==> src/design/slcd_pkg.sv <==
// Shared types, keyword table and codes for the serial line command decoder.
package slcd_pkg;

  localparam int KW_NUM     = 18;
  localparam int KW_MAX_LEN = 12;

  // Keyword slots: slot 0 is STOP, slots 1..16 the table, slot 17 HELLO.
  // Command code of slot k is k + 1.
  localparam logic [4:0] KW_IDX_STOP  = 5'd0;
  localparam logic [4:0] KW_IDX_HELLO = 5'd17;
  localparam int         KW_TBL_FIRST = 1;
  localparam int         KW_TBL_LAST  = 16;

  localparam logic [4:0] CODE_NONE  = 5'd0;
  localparam logic [4:0] CODE_STOP  = 5'd1;
  localparam logic [4:0] CODE_HELLO = 5'd18;
  localparam logic [4:0] CODE_EVENT_MAX = 5'd17;

  localparam logic [7:0] CHAR_LF = 8'h0A;
  localparam logic [7:0] CHAR_CR = 8'h0D;

  typedef enum logic [1:0] {
    KIND_NONE    = 2'd0,
    KIND_ACCEPT  = 2'd1,
    KIND_BUSY    = 2'd2,
    KIND_INVALID = 2'd3
  } ack_kind_t;

  typedef logic [8*KW_MAX_LEN-1:0] kw_text_t;

  // Text is right-justified: the last character sits in the low byte.
  localparam kw_text_t KW_TEXT [KW_NUM] = '{
    kw_text_t'("STOP"),
    kw_text_t'("AUTO"),
    kw_text_t'("MANUAL"),
    kw_text_t'("FORWARD"),
    kw_text_t'("BACKWARD"),
    kw_text_t'("LEFT"),
    kw_text_t'("RIGHT"),
    kw_text_t'({"ROTATE", "_CW"}),
    kw_text_t'({"ROTATE", "_CCW"}),
    kw_text_t'({"SERVO", "_DOOR"}),
    kw_text_t'({"SERVO", "_CAMERA"}),
    kw_text_t'({"SERVO", "_BUCKET"}),
    kw_text_t'({"SERVO", "_BRUSH"}),
    kw_text_t'({"SET", "_HOME"}),
    kw_text_t'("ROTATE180"),
    kw_text_t'("ROTATE360"),
    kw_text_t'("STATUS"),
    kw_text_t'("HELLO")
  };

  localparam logic [3:0] KW_LEN [KW_NUM] = '{
    4'd4, 4'd4, 4'd6, 4'd7, 4'd8, 4'd4, 4'd5, 4'd9, 4'd10,
    4'd10, 4'd12, 4'd12, 4'd11, 4'd8, 4'd9, 4'd9, 4'd6, 4'd5
  };

  typedef struct packed {
    ack_kind_t   kind;
    logic [4:0]  cmd;
    logic [4:0]  taken;
    logic [31:0] valid_total;
    logic [31:0] invalid_total;
  } res_t;

  // Character at position p of keyword slot k (p below the keyword length).
  function automatic logic [7:0] kw_char(input logic [4:0] k, input logic [3:0] p);
    logic [3:0] b;
    b = KW_LEN[k] - 4'd1 - p;
    return KW_TEXT[k][{b, 3'b000} +: 8];
  endfunction

endpackage

==> src/design/slcd_if.sv <==
// Valid/ready channel interfaces for request and result transfers.
interface slcd_in_if;
  logic       valid;
  logic       ready;
  logic       req_type;
  logic [7:0] rx_byte;

  modport source (output valid, output req_type, output rx_byte, input ready);
  modport sink   (input valid, input req_type, input rx_byte, output ready);
endinterface

interface slcd_out_if;
  logic        valid;
  logic        ready;
  logic [1:0]  ack_kind;
  logic [4:0]  ack_command;
  logic [4:0]  taken_event;
  logic [31:0] valid_total;
  logic [31:0] invalid_total;

  modport source (output valid, output ack_kind, output ack_command, output taken_event,
                  output valid_total, output invalid_total, input ready);
  modport sink   (input valid, input ack_kind, input ack_command, input taken_event,
                  input valid_total, input invalid_total, output ready);
endinterface

==> src/design/slcd_core.sv <==
// Line state, per-keyword match flags, pending event and counters.
module slcd_core import slcd_pkg::*; #(
  parameter int LINE_CAPACITY = 32
) (
  input  logic       clk,
  input  logic       rst_n,
  input  logic       fire,
  input  logic       req_type,
  input  logic [7:0] rx_byte,
  output res_t       res
);

  localparam int LW = $clog2(LINE_CAPACITY);
  localparam logic [LW-1:0] LEN_LAST = LW'(LINE_CAPACITY - 1);

  logic [LW-1:0]     len_r, len_nxt;
  logic [KW_NUM-1:0] flag_r, flag_nxt;   // line so far is a prefix of keyword
  logic [KW_NUM-1:0] cr_r, cr_nxt;       // line is keyword followed by CR
  logic [4:0]        pend_r, pend_nxt;
  logic [31:0]       vcnt_r, vcnt_nxt;
  logic [31:0]       icnt_r, icnt_nxt;

  logic [KW_NUM-1:0] hit;
  logic [KW_NUM-1:0] flag_app, cr_app;
  logic              tbl_hit;
  logic [4:0]        tbl_code;

  always_comb begin
    tbl_hit  = 1'b0;
    tbl_code = CODE_NONE;
    for (int k = 0; k < KW_NUM; k++) begin
      hit[k]      = (flag_r[k] && len_r == LW'(KW_LEN[k])) || cr_r[k];
      flag_app[k] = flag_r[k] && (len_r < LW'(KW_LEN[k]))
                    && (rx_byte == kw_char(5'(k), len_r[3:0]));
      cr_app[k]   = flag_r[k] && (len_r == LW'(KW_LEN[k])) && (rx_byte == CHAR_CR);
    end
    for (int k = KW_TBL_FIRST; k <= KW_TBL_LAST; k++) begin
      if (hit[k]) begin
        tbl_hit  = 1'b1;
        tbl_code = tbl_code | 5'(k + 1);
      end
    end
  end

  always_comb begin
    len_nxt  = len_r;
    flag_nxt = flag_r;
    cr_nxt   = cr_r;
    pend_nxt = pend_r;
    vcnt_nxt = vcnt_r;
    icnt_nxt = icnt_r;
    res.kind  = KIND_NONE;
    res.cmd   = CODE_NONE;
    res.taken = CODE_NONE;

    if (req_type) begin
      res.taken = pend_r;
      pend_nxt  = CODE_NONE;
    end else if (rx_byte == CHAR_LF) begin
      len_nxt  = '0;
      flag_nxt = '1;
      cr_nxt   = '0;
      priority if (hit[KW_IDX_STOP]) begin
        pend_nxt  = CODE_STOP;
        vcnt_nxt  = vcnt_r + 32'd1;
        res.kind  = KIND_ACCEPT;
        res.cmd   = CODE_STOP;
      end else if (hit[KW_IDX_HELLO]) begin
        vcnt_nxt  = vcnt_r + 32'd1;
        res.kind  = KIND_ACCEPT;
        res.cmd   = CODE_HELLO;
      end else if (tbl_hit) begin
        if (pend_r != CODE_NONE) begin
          res.kind = KIND_BUSY;
        end else begin
          pend_nxt = tbl_code;
          vcnt_nxt = vcnt_r + 32'd1;
          res.kind = KIND_ACCEPT;
          res.cmd  = tbl_code;
        end
      end else begin
        icnt_nxt = icnt_r + 32'd1;
        res.kind = KIND_INVALID;
      end
    end else if (len_r < LEN_LAST) begin
      len_nxt  = len_r + LW'(1);
      flag_nxt = flag_app;
      cr_nxt   = cr_app;
    end else begin
      // overlong line: drop it, no acknowledge
      len_nxt  = '0;
      flag_nxt = '1;
      cr_nxt   = '0;
      icnt_nxt = icnt_r + 32'd1;
    end

    res.valid_total   = vcnt_nxt;
    res.invalid_total = icnt_nxt;
  end

  always_ff @(posedge clk) begin
    if (!rst_n) begin
      len_r  <= '0;
      flag_r <= '1;
      cr_r   <= '0;
      pend_r <= CODE_NONE;
      vcnt_r <= '0;
      icnt_r <= '0;
    end else if (fire) begin
      len_r  <= len_nxt;
      flag_r <= flag_nxt;
      cr_r   <= cr_nxt;
      pend_r <= pend_nxt;
      vcnt_r <= vcnt_nxt;
      icnt_r <= icnt_nxt;
    end
  end

  a_pend_range: assert property (@(posedge clk) disable iff (!rst_n)
    pend_r <= CODE_EVENT_MAX)
    else $error("pending event out of range");

  a_len_range: assert property (@(posedge clk) disable iff (!rst_n)
    len_r <= LEN_LAST)
    else $error("line length past capacity");

  a_take_clears: assert property (@(posedge clk) disable iff (!rst_n)
    fire && req_type |=> pend_r == CODE_NONE)
    else $error("take request left an event pending");

endmodule

==> src/design/slcd_outq.sv <==
// Two-entry result queue between the decoder and the result channel.
module slcd_outq import slcd_pkg::*; (
  input  logic clk,
  input  logic rst_n,
  input  logic push,
  input  res_t din,
  output logic full,
  output logic dvalid,
  output res_t dout,
  input  logic pop
);

  res_t       mem_r [2];
  logic       wr_ptr_r;
  logic       rd_ptr_r;
  logic [1:0] cnt_r;

  assign full   = (cnt_r == 2'd2);
  assign dvalid = (cnt_r != 2'd0);
  assign dout   = mem_r[rd_ptr_r];

  always_ff @(posedge clk) begin
    if (push) begin
      mem_r[wr_ptr_r] <= din;
    end
  end

  always_ff @(posedge clk) begin
    if (!rst_n) begin
      wr_ptr_r <= 1'b0;
      rd_ptr_r <= 1'b0;
      cnt_r    <= 2'd0;
    end else begin
      if (push) wr_ptr_r <= ~wr_ptr_r;
      if (pop)  rd_ptr_r <= ~rd_ptr_r;
      cnt_r <= cnt_r + 2'(push) - 2'(pop);
    end
  end

  a_cnt_range: assert property (@(posedge clk) disable iff (!rst_n)
    cnt_r != 2'd3)
    else $error("result queue count corrupt");

  a_push_grows: assert property (@(posedge clk) disable iff (!rst_n)
    push && !pop |=> cnt_r == $past(cnt_r) + 2'd1)
    else $error("push lost");

  a_no_overflow: assert property (@(posedge clk) disable iff (!rst_n)
    full |-> !push || pop)
    else $error("push into full queue");

endmodule

==> src/design/serial_line_command_decoder_unit.sv <==
// Top level of the serial line command decoder.
//
//  channel | dir | payload                                         | transfer when
//  in_ch   | in  | req_type, rx_byte                               | valid & ready
//  out_ch  | out | ack_kind, ack_command, taken_event, totals      | valid & ready
//
// One item per cycle unless the queue is full: each accepted request updates
// the match flags and counters in the same cycle and queues one result.
// The limit is the single-pass decode between the line state and the queue.
// Reset (rst_n low, synchronous) empties the line, clears the pending event,
// zeroes both totals and flushes the result queue.
// A stalled result channel is absorbed by a two-entry queue; in_ch.ready
// is low during reset and while both entries are held.
module serial_line_command_decoder_unit import slcd_pkg::*; #(
  parameter int LINE_CAPACITY = 32
) (
  input logic        clk,
  input logic        rst_n,
  slcd_in_if.sink    in_ch,
  slcd_out_if.source out_ch
);

  logic fire;      // request transfer
  logic pop;       // result transfer
  logic q_full;
  logic q_valid;
  res_t core_res;
  res_t q_res;

  // no transfer is taken while reset holds the line state and queue
  assign in_ch.ready = rst_n && !q_full;
  assign fire        = in_ch.valid && in_ch.ready;
  assign pop         = q_valid && out_ch.ready;

  // match flags, pending event and totals advance on every request transfer
  slcd_core #(
    .LINE_CAPACITY(LINE_CAPACITY)
  ) u_core (
    .clk      (clk),
    .rst_n    (rst_n),
    .fire     (fire),
    .req_type (in_ch.req_type),
    .rx_byte  (in_ch.rx_byte),
    .res      (core_res)
  );

  // result register plus skid entry
  slcd_outq u_outq (
    .clk    (clk),
    .rst_n  (rst_n),
    .push   (fire),
    .din    (core_res),
    .full   (q_full),
    .dvalid (q_valid),
    .dout   (q_res),
    .pop    (pop)
  );

  assign out_ch.valid         = q_valid;
  assign out_ch.ack_kind      = q_res.kind;
  assign out_ch.ack_command   = q_res.cmd;
  assign out_ch.taken_event   = q_res.taken;
  assign out_ch.valid_total   = q_res.valid_total;
  assign out_ch.invalid_total = q_res.invalid_total;

endmodule
==> src/flat_wrapper.sv <==
// flat-port wrapper written by rule: the top's interface ports become plain ports
module serial_line_command_decoder_unit_flat import slcd_pkg::*;
#(
  parameter int LINE_CAPACITY = 32
)
  (clk, rst_n, in_ch_valid, in_ch_req_type, in_ch_rx_byte, in_ch_ready, out_ch_valid, out_ch_ack_kind, out_ch_ack_command, out_ch_taken_event, out_ch_valid_total, out_ch_invalid_total, out_ch_ready);
  slcd_in_if in_ch_i ();
  slcd_out_if out_ch_i ();
  input logic clk;
  input logic rst_n;
  input wire logic [$bits(in_ch_i.valid)-1:0] in_ch_valid;
  input wire logic [$bits(in_ch_i.req_type)-1:0] in_ch_req_type;
  input wire logic [$bits(in_ch_i.rx_byte)-1:0] in_ch_rx_byte;
  output wire logic [$bits(in_ch_i.ready)-1:0] in_ch_ready;
  output wire logic [$bits(out_ch_i.valid)-1:0] out_ch_valid;
  output wire logic [$bits(out_ch_i.ack_kind)-1:0] out_ch_ack_kind;
  output wire logic [$bits(out_ch_i.ack_command)-1:0] out_ch_ack_command;
  output wire logic [$bits(out_ch_i.taken_event)-1:0] out_ch_taken_event;
  output wire logic [$bits(out_ch_i.valid_total)-1:0] out_ch_valid_total;
  output wire logic [$bits(out_ch_i.invalid_total)-1:0] out_ch_invalid_total;
  input wire logic [$bits(out_ch_i.ready)-1:0] out_ch_ready;
  assign in_ch_i.valid = in_ch_valid;
  assign in_ch_i.req_type = in_ch_req_type;
  assign in_ch_i.rx_byte = in_ch_rx_byte;
  assign in_ch_ready = in_ch_i.ready;
  assign out_ch_valid = out_ch_i.valid;
  assign out_ch_ack_kind = out_ch_i.ack_kind;
  assign out_ch_ack_command = out_ch_i.ack_command;
  assign out_ch_taken_event = out_ch_i.taken_event;
  assign out_ch_valid_total = out_ch_i.valid_total;
  assign out_ch_invalid_total = out_ch_i.invalid_total;
  assign out_ch_i.ready = out_ch_ready;
  serial_line_command_decoder_unit #(.LINE_CAPACITY(LINE_CAPACITY)) u_core (.clk(clk), .rst_n(rst_n), .in_ch(in_ch_i), .out_ch(out_ch_i));
endmodule
==> config.mk <==
export PLATFORM = sky130hd
export DESIGN_NAME = serial_line_command_decoder_unit_flat
export DESIGN_NICKNAME = d
export VERILOG_FILES = /design/src/design/slcd_pkg.sv /design/src/design/slcd_if.sv /design/src/design/slcd_core.sv /design/src/design/slcd_outq.sv /design/src/design/serial_line_command_decoder_unit.sv /design/src/flat_wrapper.sv
export SDC_FILE = /design/constraint.sdc
export NUM_CORES = 1
export LEC_CHECK = 0
export BUFFER_PORTS_ARGS = -buffer_cell sky130_fd_sc_hd__buf_2
export CAP_MARGIN = 40
export CORE_MARGIN = 5
export CORE_UTILIZATION = 50
export CTS_BUF_LIST = sky130_fd_sc_hd__clkbuf_8
export DETAILED_ROUTE_END_ITERATION = 10
export PLACE_DENSITY = 0.68
export SLEW_MARGIN = 20
export SYNTH_ARGS = -nofsm -noshare
export SYNTH_HDL_FRONTEND = slang
export SYNTH_SLANG_ARGS = --single-unit
==> constraint.sdc <==
create_clock -name clk -period 6.1 [get_ports clk]
set_input_delay 0.61 -clock clk [delete_from_list [all_inputs] [get_ports clk]]
set_output_delay 0.61 -clock clk [all_outputs]
set_load 0.02 [all_outputs]
==> insert_results.sql, run 1 <==
INSERT INTO impl_metrics (metric_group, metric, value, unit) VALUES
('run_status', 'result_of_the_run', 'finished clean', ''),
('worst_setup_path', 'start_kind', 'flop', ''),
('global_routing', 'grt_max_degree', '77', ''),
('worst_setup_path', 'timing_worst_setup_path_type', 'flop to flop', ''),
('worst_setup_path', 'cp_data_required_time', '6.39', 'ns'),
('sta', 'max-slew-margin-rel', '0.437', ''),
('clock_network', 'max-clock-path-buffers', '3', ''),
('floorplanning', 'placementRows', '63', ''),
('worst_setup_path', 'critPathMaxStageDelay', '0.51', 'ns'),
('sta', 'final.setup_skew', '0.0393', 'ns'),
('worst_setup_path', 'critical_path.max_fanout', '29', ''),
('clock_network', 'cts-resized-gates', '0', ''),
('placement', 'place.port_buffers', '90', ''),
('placement', 'dp.cells', '1901', ''),
('clock_network', 'htreeDepth', '2', ''),
('sta', 'hold_ws', '0.463', 'ns'),
('worst_setup_path', 'timing.critical_path.max_delay_family', 'simple AND/OR/NAND/NOR gates', ''),
('routing', 'first_iter_violations', '1124', ''),
('synth', 'synth-seq-area-share', '0.460', ''),
('clock_network', 'insertion_delay', '0.57', 'ns'),
('global_routing', 'gr-usage-all-layers', '0.220', ''),
('sta', 'unrepaired_setup_endpoints_after_global_routing', 'no', ''),
('worst_setup_path', 'reg2reg_setup_slack', '2.30', 'ns'),
('layout', 'layout.filler_cells', '2653', ''),
('synth', 'synth_area', '0.0149', 'mm²'),
('synth', 'synth_top_area_share', '0.306', ''),
('synth', 'mappedNetlistNets', '1541', ''),
('sta', 'totalNegativeSetupSlack', '0', 'ns'),
('global_routing', 'grt_pass1_wl', '61000', 'µm'),
('synth', 'complex_gate_fraction_of_the_synthesized_area', '0.128', ''),
('routing', 'final_antenna_net_count', '0', ''),
('worst_setup_path', 'worst_path_max_delay_cell', 'or2_2', ''),
('clock_network', 'cts_num_sinks', '267', ''),
('layout', 'fin_cells', '1986', ''),
('floorplanning', 'die_boundary_height', '183', 'µm'),
('power_and_ir_drop', 'irDropWorstVdd', '0.148', 'mV'),
('power_and_ir_drop', 'internal_power', '3.20', 'mW'),
('synth', 'synth-main-ff-cell', 'edfxtp_1', ''),
('clock_network', 'post-cts-setup-buffer-count', '0', ''),
('sta', 'timing.final.crit_share', '0.623', ''),
('routing', 'drc', '0', ''),
('synth', 'async_reset_ff_frac', '0', ''),
('synth', 'synth.area.mux_share', '0.0756', ''),
('synth', 'dominant_combinational_cell_family_by_area_after_synthesis', 'simple AND/OR/NAND/NOR gates', ''),
('synth', 'post_synth_xor_area_fraction', '0.0862', ''),
('power_and_ir_drop', 'combinational_power_share', '0.218', ''),
('layout', 'drive_gt1_frac', '0.174', ''),
('power_and_ir_drop', 'power.density_cell_area', '277', 'mW/mm²'),
('sta', 'layout_setup_ws', '2.30', 'ns'),
('placement', 'gpl.final_weighted_congestion', '0.948', ''),
('routing', 'drt_pass1_iterations', '5', ''),
('global_routing', 'antenna_found_initial', '0', ''),
('power_and_ir_drop', 'switching_share', '0.302', ''),
('worst_setup_path', 'cp_num_buf_inv', '3', ''),
('clock_network', 'clk_pin_slew', '0.06', 'ns'),
('synth', 'top_cells_by_area_in_the_synthesized_netlist', 'edfxtp_1 (31%), dfxtp_1 (15%), mux2_2 (6.0%)', ''),
('power_and_ir_drop', 'power.switching', '1.39', 'mW'),
('routing', 'avgViaCountPerCell', '5.91', ''),
('sta', 'max_clock_freq', '0.263', 'GHz'),
('sta', 'final-setup-viol-count', '0', ''),
('synth', 'avgSynthCellArea', '9.96', 'µm²'),
('synth', 'syn-instance-count', '1499', ''),
('synth', 'arithmetic_cell_share_of_the_synthesized_area_counting_full_adders_half_adders_and_majority_gates', '0.0243', ''),
('sta', 'timing_worst_slew_pin_value', '0.845', 'ns'),
('global_routing', 'via_count_of_the_first_global_routing_pass', '11500', ''),
('layout', 'count_of_nets_after_finishing', '1602', ''),
('clock_network', 'cts.hold.buffers_added', '0', ''),
('sta', 'final-max-slew-violation-count', '0', ''),
('synth', 'edff_count_synth', '152', ''),
('layout', 'finalInstanceArea', '0.0166', 'mm²'),
('clock_network', 'cts_tree', 'done', '');
-- power by group through the flow --
| stage | logic (mW) | clock network (mW) | registers [mW] |
|---|---|---|---|
| after global routing | 1.08 | 1.64 | 2.09 |
| final | 0.999 | 1.51 | 2.08 |
| after detailed placement | 1.01 | 0 | 2.11 |
| after floorplan | 0.723 | 0 | 2.09 |
| after CTS | 1.02 | 1.55 | 2.08 |
| after global placement | 0.998 | 0 | 2.11 |
-- worst paths after layout --
| kind | from | end | cells past startpoint |
|---|---|---|---|
| setup / recovery | u_core.u_core.len_r[1]$_SDFFE_PN0P_ | u_core.u_outq.mem_r[1][16]$_DFFE_PP_ | 11 |
| setup reg to reg | u_core.u_core.len_r[1]$_SDFFE_PN0P_ | u_core.u_outq.mem_r[1][16]$_DFFE_PP_ | 11 |
| hold / removal | u_core.u_core.cr_r[12]$_SDFFE_PN0P_ | u_core.u_core.cr_r[12]$_SDFFE_PN0P_ | 2 |
| hold reg to reg | u_core.u_core.cr_r[12]$_SDFFE_PN0P_ | u_core.u_core.cr_r[12]$_SDFFE_PN0P_ | 2 |
-- placed cells by master, fill, tap and decap left out, drive strengths merged, types with 37 or more instances in the layout --
| cell | n |
|---|---|
| a21oi | 72 |
| buf | 117 |
| clkbuf | 48 |
| dfxtp | 115 |
| edfxtp | 152 |
| inv | 47 |
| mux2 | 79 |
| nand2 | 122 |
| nand3 | 49 |
| nor2 | 120 |
| nor3 | 39 |
| o211ai | 37 |
| o21ai | 55 |
| xnor2 | 84 |
| xor2 | 63 |
-- flip-flops by register name, summed over array words and instances (netlist names), named ones only --
name	flops
u_core.u_core.len_r	5
u_core.u_outq.wr_ptr_r	1
u_core.u_core.vcnt_r	32
u_core.u_core.pend_r	5
u_core.u_outq.cnt_r	2
u_core.u_core.cr_r	18
u_core.u_outq.rd_ptr_r	1
u_core.u_core.flag_r	18
u_core.u_core.icnt_r	32
u_core.u_outq.mem_r	152
-- layer usage --
metal | wire (µm) | vias to the layer above | GRT usage
met5 | 0 | - | 0
met4 | 744 | 0 | 0.0605
met3 | 2240 | 66 | 0.0288
met2 | 17700 | 385 | 0.376
met1 | 16600 | 5636 | 0.296
li1 | - | 5650 | -
-- layout make-up --
class | count | area, µm² | share of cell area
Clock buffer | 47 | 647 | 0.0391
Clock inverter | 36 | 206 | 0.0125
Inverter | 26 | 97.6 | 0.00590
Multi-Input combinational cell | 1102 | 7570 | 0.457
Sequential cell | 267 | 6870 | 0.415
Tap cell | 390 | 488 | 0.0295
Timing Repair Buffer | 118 | 678 | 0.0410
-- per-stage QoR --
step	util	power [mW]
after floorplan	-	2.81
after global placement	0.530	3.11
after detailed placement	0.530	3.12
after CTS	0.559	4.64
after global routing	0.560	4.81
final	0.560	4.59
-- worst reg2reg max path: cells and delay by family, from the launching register on --
kind,cells,cell delay [ns]
flops,1,0.31
simple gates,6,1.89
fa+ha+maj,1,0.45
buf+inv,3,0.72
xor+xnor,1,0.18
-- kinds of logic (layout without fill, tap and decap cells) --
kind of cell	count (synthesis)	in the layout
mux	103	103
buf+inv	130	227
compound gates	284	284
simple gates	539	539
xor+xnor	147	147
flops	267	267
fa+ha+maj	29	29
Power figures use the tool's default switching activity.
==> inputs of run 2 (changes only) <==
ABC_AREA = 1   (was default)
clock period = 3.95 ns   (was 6.1 ns; I/O delays follow)
==> run 2 against run 1 <==
  * Power grew 46%
  * Routed wire length rose by 11%
  * Sequential power is 51% higher
  * Area after synthesis increased by 1.6%
  * Non-clock buffer count increased by 3
  * Cell count rose by 18%
  * Critical path depth up 5
  * Synthesized cell count up 22%
==> insert_results.sql, run 2 <==
INSERT INTO impl_metrics (metric_group, metric, value, unit) VALUES
('floorplanning', 'placementRows', '63', ''),
('placement', 'place.detailed.hpwl', '28500', 'µm'),
('synth', 'synth-seq-area-share', '0.453', ''),
('synth', 'mappedNetlistNets', '1868', ''),
('routing', 'first_iter_violations', '1072', ''),
('floorplanning', 'die_x', '184', 'µm'),
('power_and_ir_drop', 'power.density_cell_area', '396', 'mW/mm²'),
('routing', 'avgViaCountPerCell', '5.58', ''),
('worst_setup_path', 'timing.rr.end', 'u_core.u_core.icnt_r[13]$_SDFFE_PN0P_', ''),
('worst_setup_path', 'critical_path.startpoint', 'u_core.u_core.len_r[3]$_SDFFE_PN0P_', ''),
('routing', 'drc', '0', ''),
('layout', 'max_flop_register', 'u_core.u_outq.mem_r', ''),
('synth', 'synth-seq-cells', '267', ''),
('sta', 'max_clock_freq', '0.312', 'GHz'),
('floorplanning', 'floorplan.core_area', '0.0298', 'mm²'),
('placement', 'place_ws', '0.780', 'ns'),
('worst_setup_path', 'cp_capture_type', 'flop', ''),
('power_and_ir_drop', 'irDropWorstVdd', '0.278', 'mV'),
('run_status', 'result_of_the_run', 'finished clean', ''),
('clock_network', 'cts_tree', 'done', ''),
('clock_network', 'clk_pin_slew', '0.07', 'ns'),
('sta', 'finalCriticalPeriod', '3.21', 'ns'),
('routing', 'final_antenna_net_count', '0', ''),
('floorplanning', 'die_boundary_height', '184', 'µm'),
('placement', 'place.port_buffers', '90', ''),
('synth', 'synth-main-ff-cell', 'edfxtp_1', ''),
('global_routing', 'final_global_route_overflow_total', '0', ''),
('floorplanning', 'design.die.area', '0.0339', 'mm²'),
('clock_network', 'cts-resized-gates', '0', ''),
('synth', 'synth_area', '0.0152', 'mm²'),
('worst_setup_path', 'start_kind', 'flop', ''),
('global_routing', 'via_count_of_the_first_global_routing_pass', '12700', ''),
('synth', 'avgSynthCellArea', '8.31', 'µm²'),
('layout', 'post_layout_utilization_of_the_core', '0.567', ''),
('clock_network', 'htreeDepth', '2', ''),
('sta', 'final-max-slew-violation-count', '0', ''),
('clock_network', 'cts.hold.buffers_added', '0', ''),
('layout', 'n_antenna_cell', '0', ''),
('synth', 'yosysWarnings', '0', ''),
('layout', 'largestRegisters', 'u_core.u_outq.mem_r (152), u_core.u_core.icnt_r (32), u_core.u_core.vcnt_r (32)', ''),
('worst_setup_path', 'path_cells', 'inv_2 -> ha_1 -> nand2_1 -> nor2_2 -> nand2_1 -> nand2_1 -> nor2_1 -> inv_2 -> nor2_1 -> nand2_1 -> inv_2 -> nand2_2 -> o21ai_4 -> o21ai_0 -> nand2_1 -> o21ai_0', ''),
('layout', 'count_of_nets_after_finishing', '1961', ''),
('clock_network', 'post-cts-setup-buffer-count', '0', ''),
('placement', 'gpl.final_weighted_congestion', '1.00', ''),
('synth', 'synth_cell_type_count', '55', ''),
('placement', 'dp.cells', '2263', ''),
('worst_setup_path', 'reg2reg_setup_slack', '0.74', 'ns'),
('worst_setup_path', 'critPathMaxStageDelay', '0.42', 'ns'),
('global_routing', 'grt_max_degree', '62', ''),
('layout', 'fin_cells', '2345', ''),
('clock_network', 'clk_root_buffer_cell', 'clkbuf_8', ''),
('layout', 'area_growth', '11.4', '%'),
('worst_setup_path', 'timing_worst_setup_path_type', 'flop to flop', ''),
('worst_hold_path', 'min_path_type', 'primary input to flop', ''),
('power_and_ir_drop', 'total_leakage_power', '6.86', 'nW'),
('floorplanning', 'initial_utilization', '0.509', ''),
('worst_setup_path', 'critical_path.max_fanout', '19', ''),
('sta', 'unrepaired_setup_endpoints_after_global_routing', 'no', ''),
('sta', 'timing_worst_slew_pin_value', '0.760', 'ns'),
('flow_run', 'timing.max_cap.violations', '0', ''),
('sta', 'hold_ws', '0.175', 'ns'),
('sta', 'final_hold_viol_count', '0', ''),
('synth', 'synth_top_area_share', '0.301', ''),
('worst_setup_path', 'critical_path.most_common_cell', 'nand2_1', ''),
('layout', 'layout_common_cells', 'nand2_1 (438), inv_1 (183), edfxtp_1 (152)', ''),
('synth', 'synth.cells.most_frequent', 'nand2_1 (438), inv_1 (166), edfxtp_1 (152), nor2_1 (131), o21ai_0 (118)', ''),
('synth', 'synth_most_common_cell', 'nand2_1', ''),
('worst_setup_path', 'cp_data_required_time', '4.44', 'ns'),
('sta', 'max-slew-margin-rel', '0.491', ''),
('clock_network', 'cts-buffers-inserted', '44', ''),
('sta', 'layout_setup_ws', '0.741', 'ns'),
('global_routing', 'antenna_found_initial', '0', ''),
('global_routing', 'grt_pass1_wl', '66600', 'µm'),
('layout', 'most_frequent_standard_cell_in_the_layout_excluding_fill_and_tap_cells', 'nand2_1', ''),
('clock_network', 'cts_num_sinks', '267', ''),
('routing', 'drt_pass1_iterations', '5', ''),
('layout', 'drive_gt1_frac', '0.169', ''),
('synth', 'synth_area_leader_cell', 'edfxtp_1', ''),
('worst_setup_path', 'reg2reg_depth', '16', ''),
('sta', 'final.setup_skew', '0.0346', 'ns'),
('routing', 'vias', '13100', ''),
('worst_setup_path', 'crit_end', 'u_core.u_core.icnt_r[13]$_SDFFE_PN0P_', ''),
('sta', 'final-setup-viol-count', '0', ''),
('floorplanning', 'ios', '91', ''),
('synth', 'syn-instance-count', '1826', ''),
('synth', 'top_cells_by_area_in_the_synthesized_netlist', 'edfxtp_1 (30%), dfxtp_1 (15%), nand2_1 (11%)', ''),
('routing', 'wl_per_cell', '17.7', 'µm'),
('sta', 'timing.final.crit_share', '0.813', ''),
('worst_setup_path', 'critical_path.reg2reg.startpoint', 'u_core.u_core.len_r[3]$_SDFFE_PN0P_', ''),
('synth', 'edff_count_synth', '152', ''),
('routing', 'routed_wl', '41400', 'µm'),
('worst_setup_path', 'timing.critical_path.arrival', '3.70', 'ns'),
('clock_network', 'insertion_delay', '0.56', 'ns'),
('global_routing', 'gr-usage-all-layers', '0.242', ''),
('layout', 'largest_reg_flops', '152', ''),
('synth', 'async_reset_ff_frac', '0', ''),
('worst_setup_path', 'worst_path_max_delay_cell', 'o21ai_0', ''),
('power_and_ir_drop', 'post-layout-total-power', '6.69', 'mW'),
('clock_network', 'max-clock-path-buffers', '3', '');
==> run 2: per-layer routing <==
layer,part of all wire,GRT usage,up-vias
met1,0.45,0.332,6138
met4,0.031,0.0858,0
met3,0.070,0.0428,86
met2,0.45,0.386,501
li1,-,-,6371
met5,0,0,-
==> run 2: area by class of cell <==
class / count / area [µm²]
Clock inverter: 31 / 155
Fill cell: 2733 / 12900
Timing Repair Buffer: 121 / 708
Sequential cell: 267 / 6870
Multi-Input combinational cell: 1294 / 7260
Tap cell: 390 / 488
Inverter: 191 / 717
Clock buffer: 51 / 702
==> run 2: through the flow <==
stage | setup TNS (ns) | cell area [µm²]
2_1_floorplan | -104.60 | 15200
3_3_place_gp | 0 | 16000
3_5_place_dp | 0 | 16000
4_1_cts | 0 | 16900
5_1_grt | 0 | 16900
6_report | 0 | 16900
==> run 2: power by group <==
part | switching (mW) | internal, mW | leakage [nW]
Sequential | 0.0911 | 3.05 | 2.37
Clock | 1.09 | 1.25 | 0.509
Combinational | 0.775 | 0.442 | 3.99
Total | 1.96 | 4.74 | 6.86
==> run 2: worst min path at each step <==
stage / startpoint / to / cells past startpoint
2_1_floorplan: u_core.u_core.flag_r[9]$_SDFFE_PN1P_ / u_core.u_core.flag_r[9]$_SDFFE_PN1P_ / 2
3_3_place_gp: u_core.u_outq.rd_ptr_r$_SDFFE_PN0P_ / flop / 1
3_5_place_dp: u_core.u_outq.rd_ptr_r$_SDFFE_PN0P_ / flop / 1
4_1_cts: rst_n / u_core.u_outq.cnt_r[0]$_SDFF_PN0_ / 3
5_1_grt: rst_n / u_core.u_outq.cnt_r[0]$_SDFF_PN0_ / 3
6_report: rst_n / u_core.u_outq.cnt_r[0]$_SDFF_PN0_ / 3
==> run 2: cells by family (layout without fill, tap and decap cells) <==
| kind of cell | after synthesis | after routing | synth area share |
|---|---|---|---|
| and+or+nand+nor | 822 | 822 | 0.242 |
| AOI/OAI and AO/OA | 288 | 288 | 0.107 |
| DFF | 267 | 267 | 0.453 |
| buffers and inverters | 265 | 394 | 0.0701 |
| xor gates and xnor gates | 79 | 79 | 0.0486 |
| muxes | 76 | 76 | 0.0564 |
| adders and majority gates | 29 | 29 | 0.0239 |
==> run 2: worst max-delay path, delay by kind of cell, from the launching register on <==
family                     cells  cell delay, ns
AOI/OAI and AO/OA              3            0.79
adders and majority gates      1            0.33
buffers and inverters          3            0.45
DFF                            1            0.37
and+or+nand+nor                9            1.21
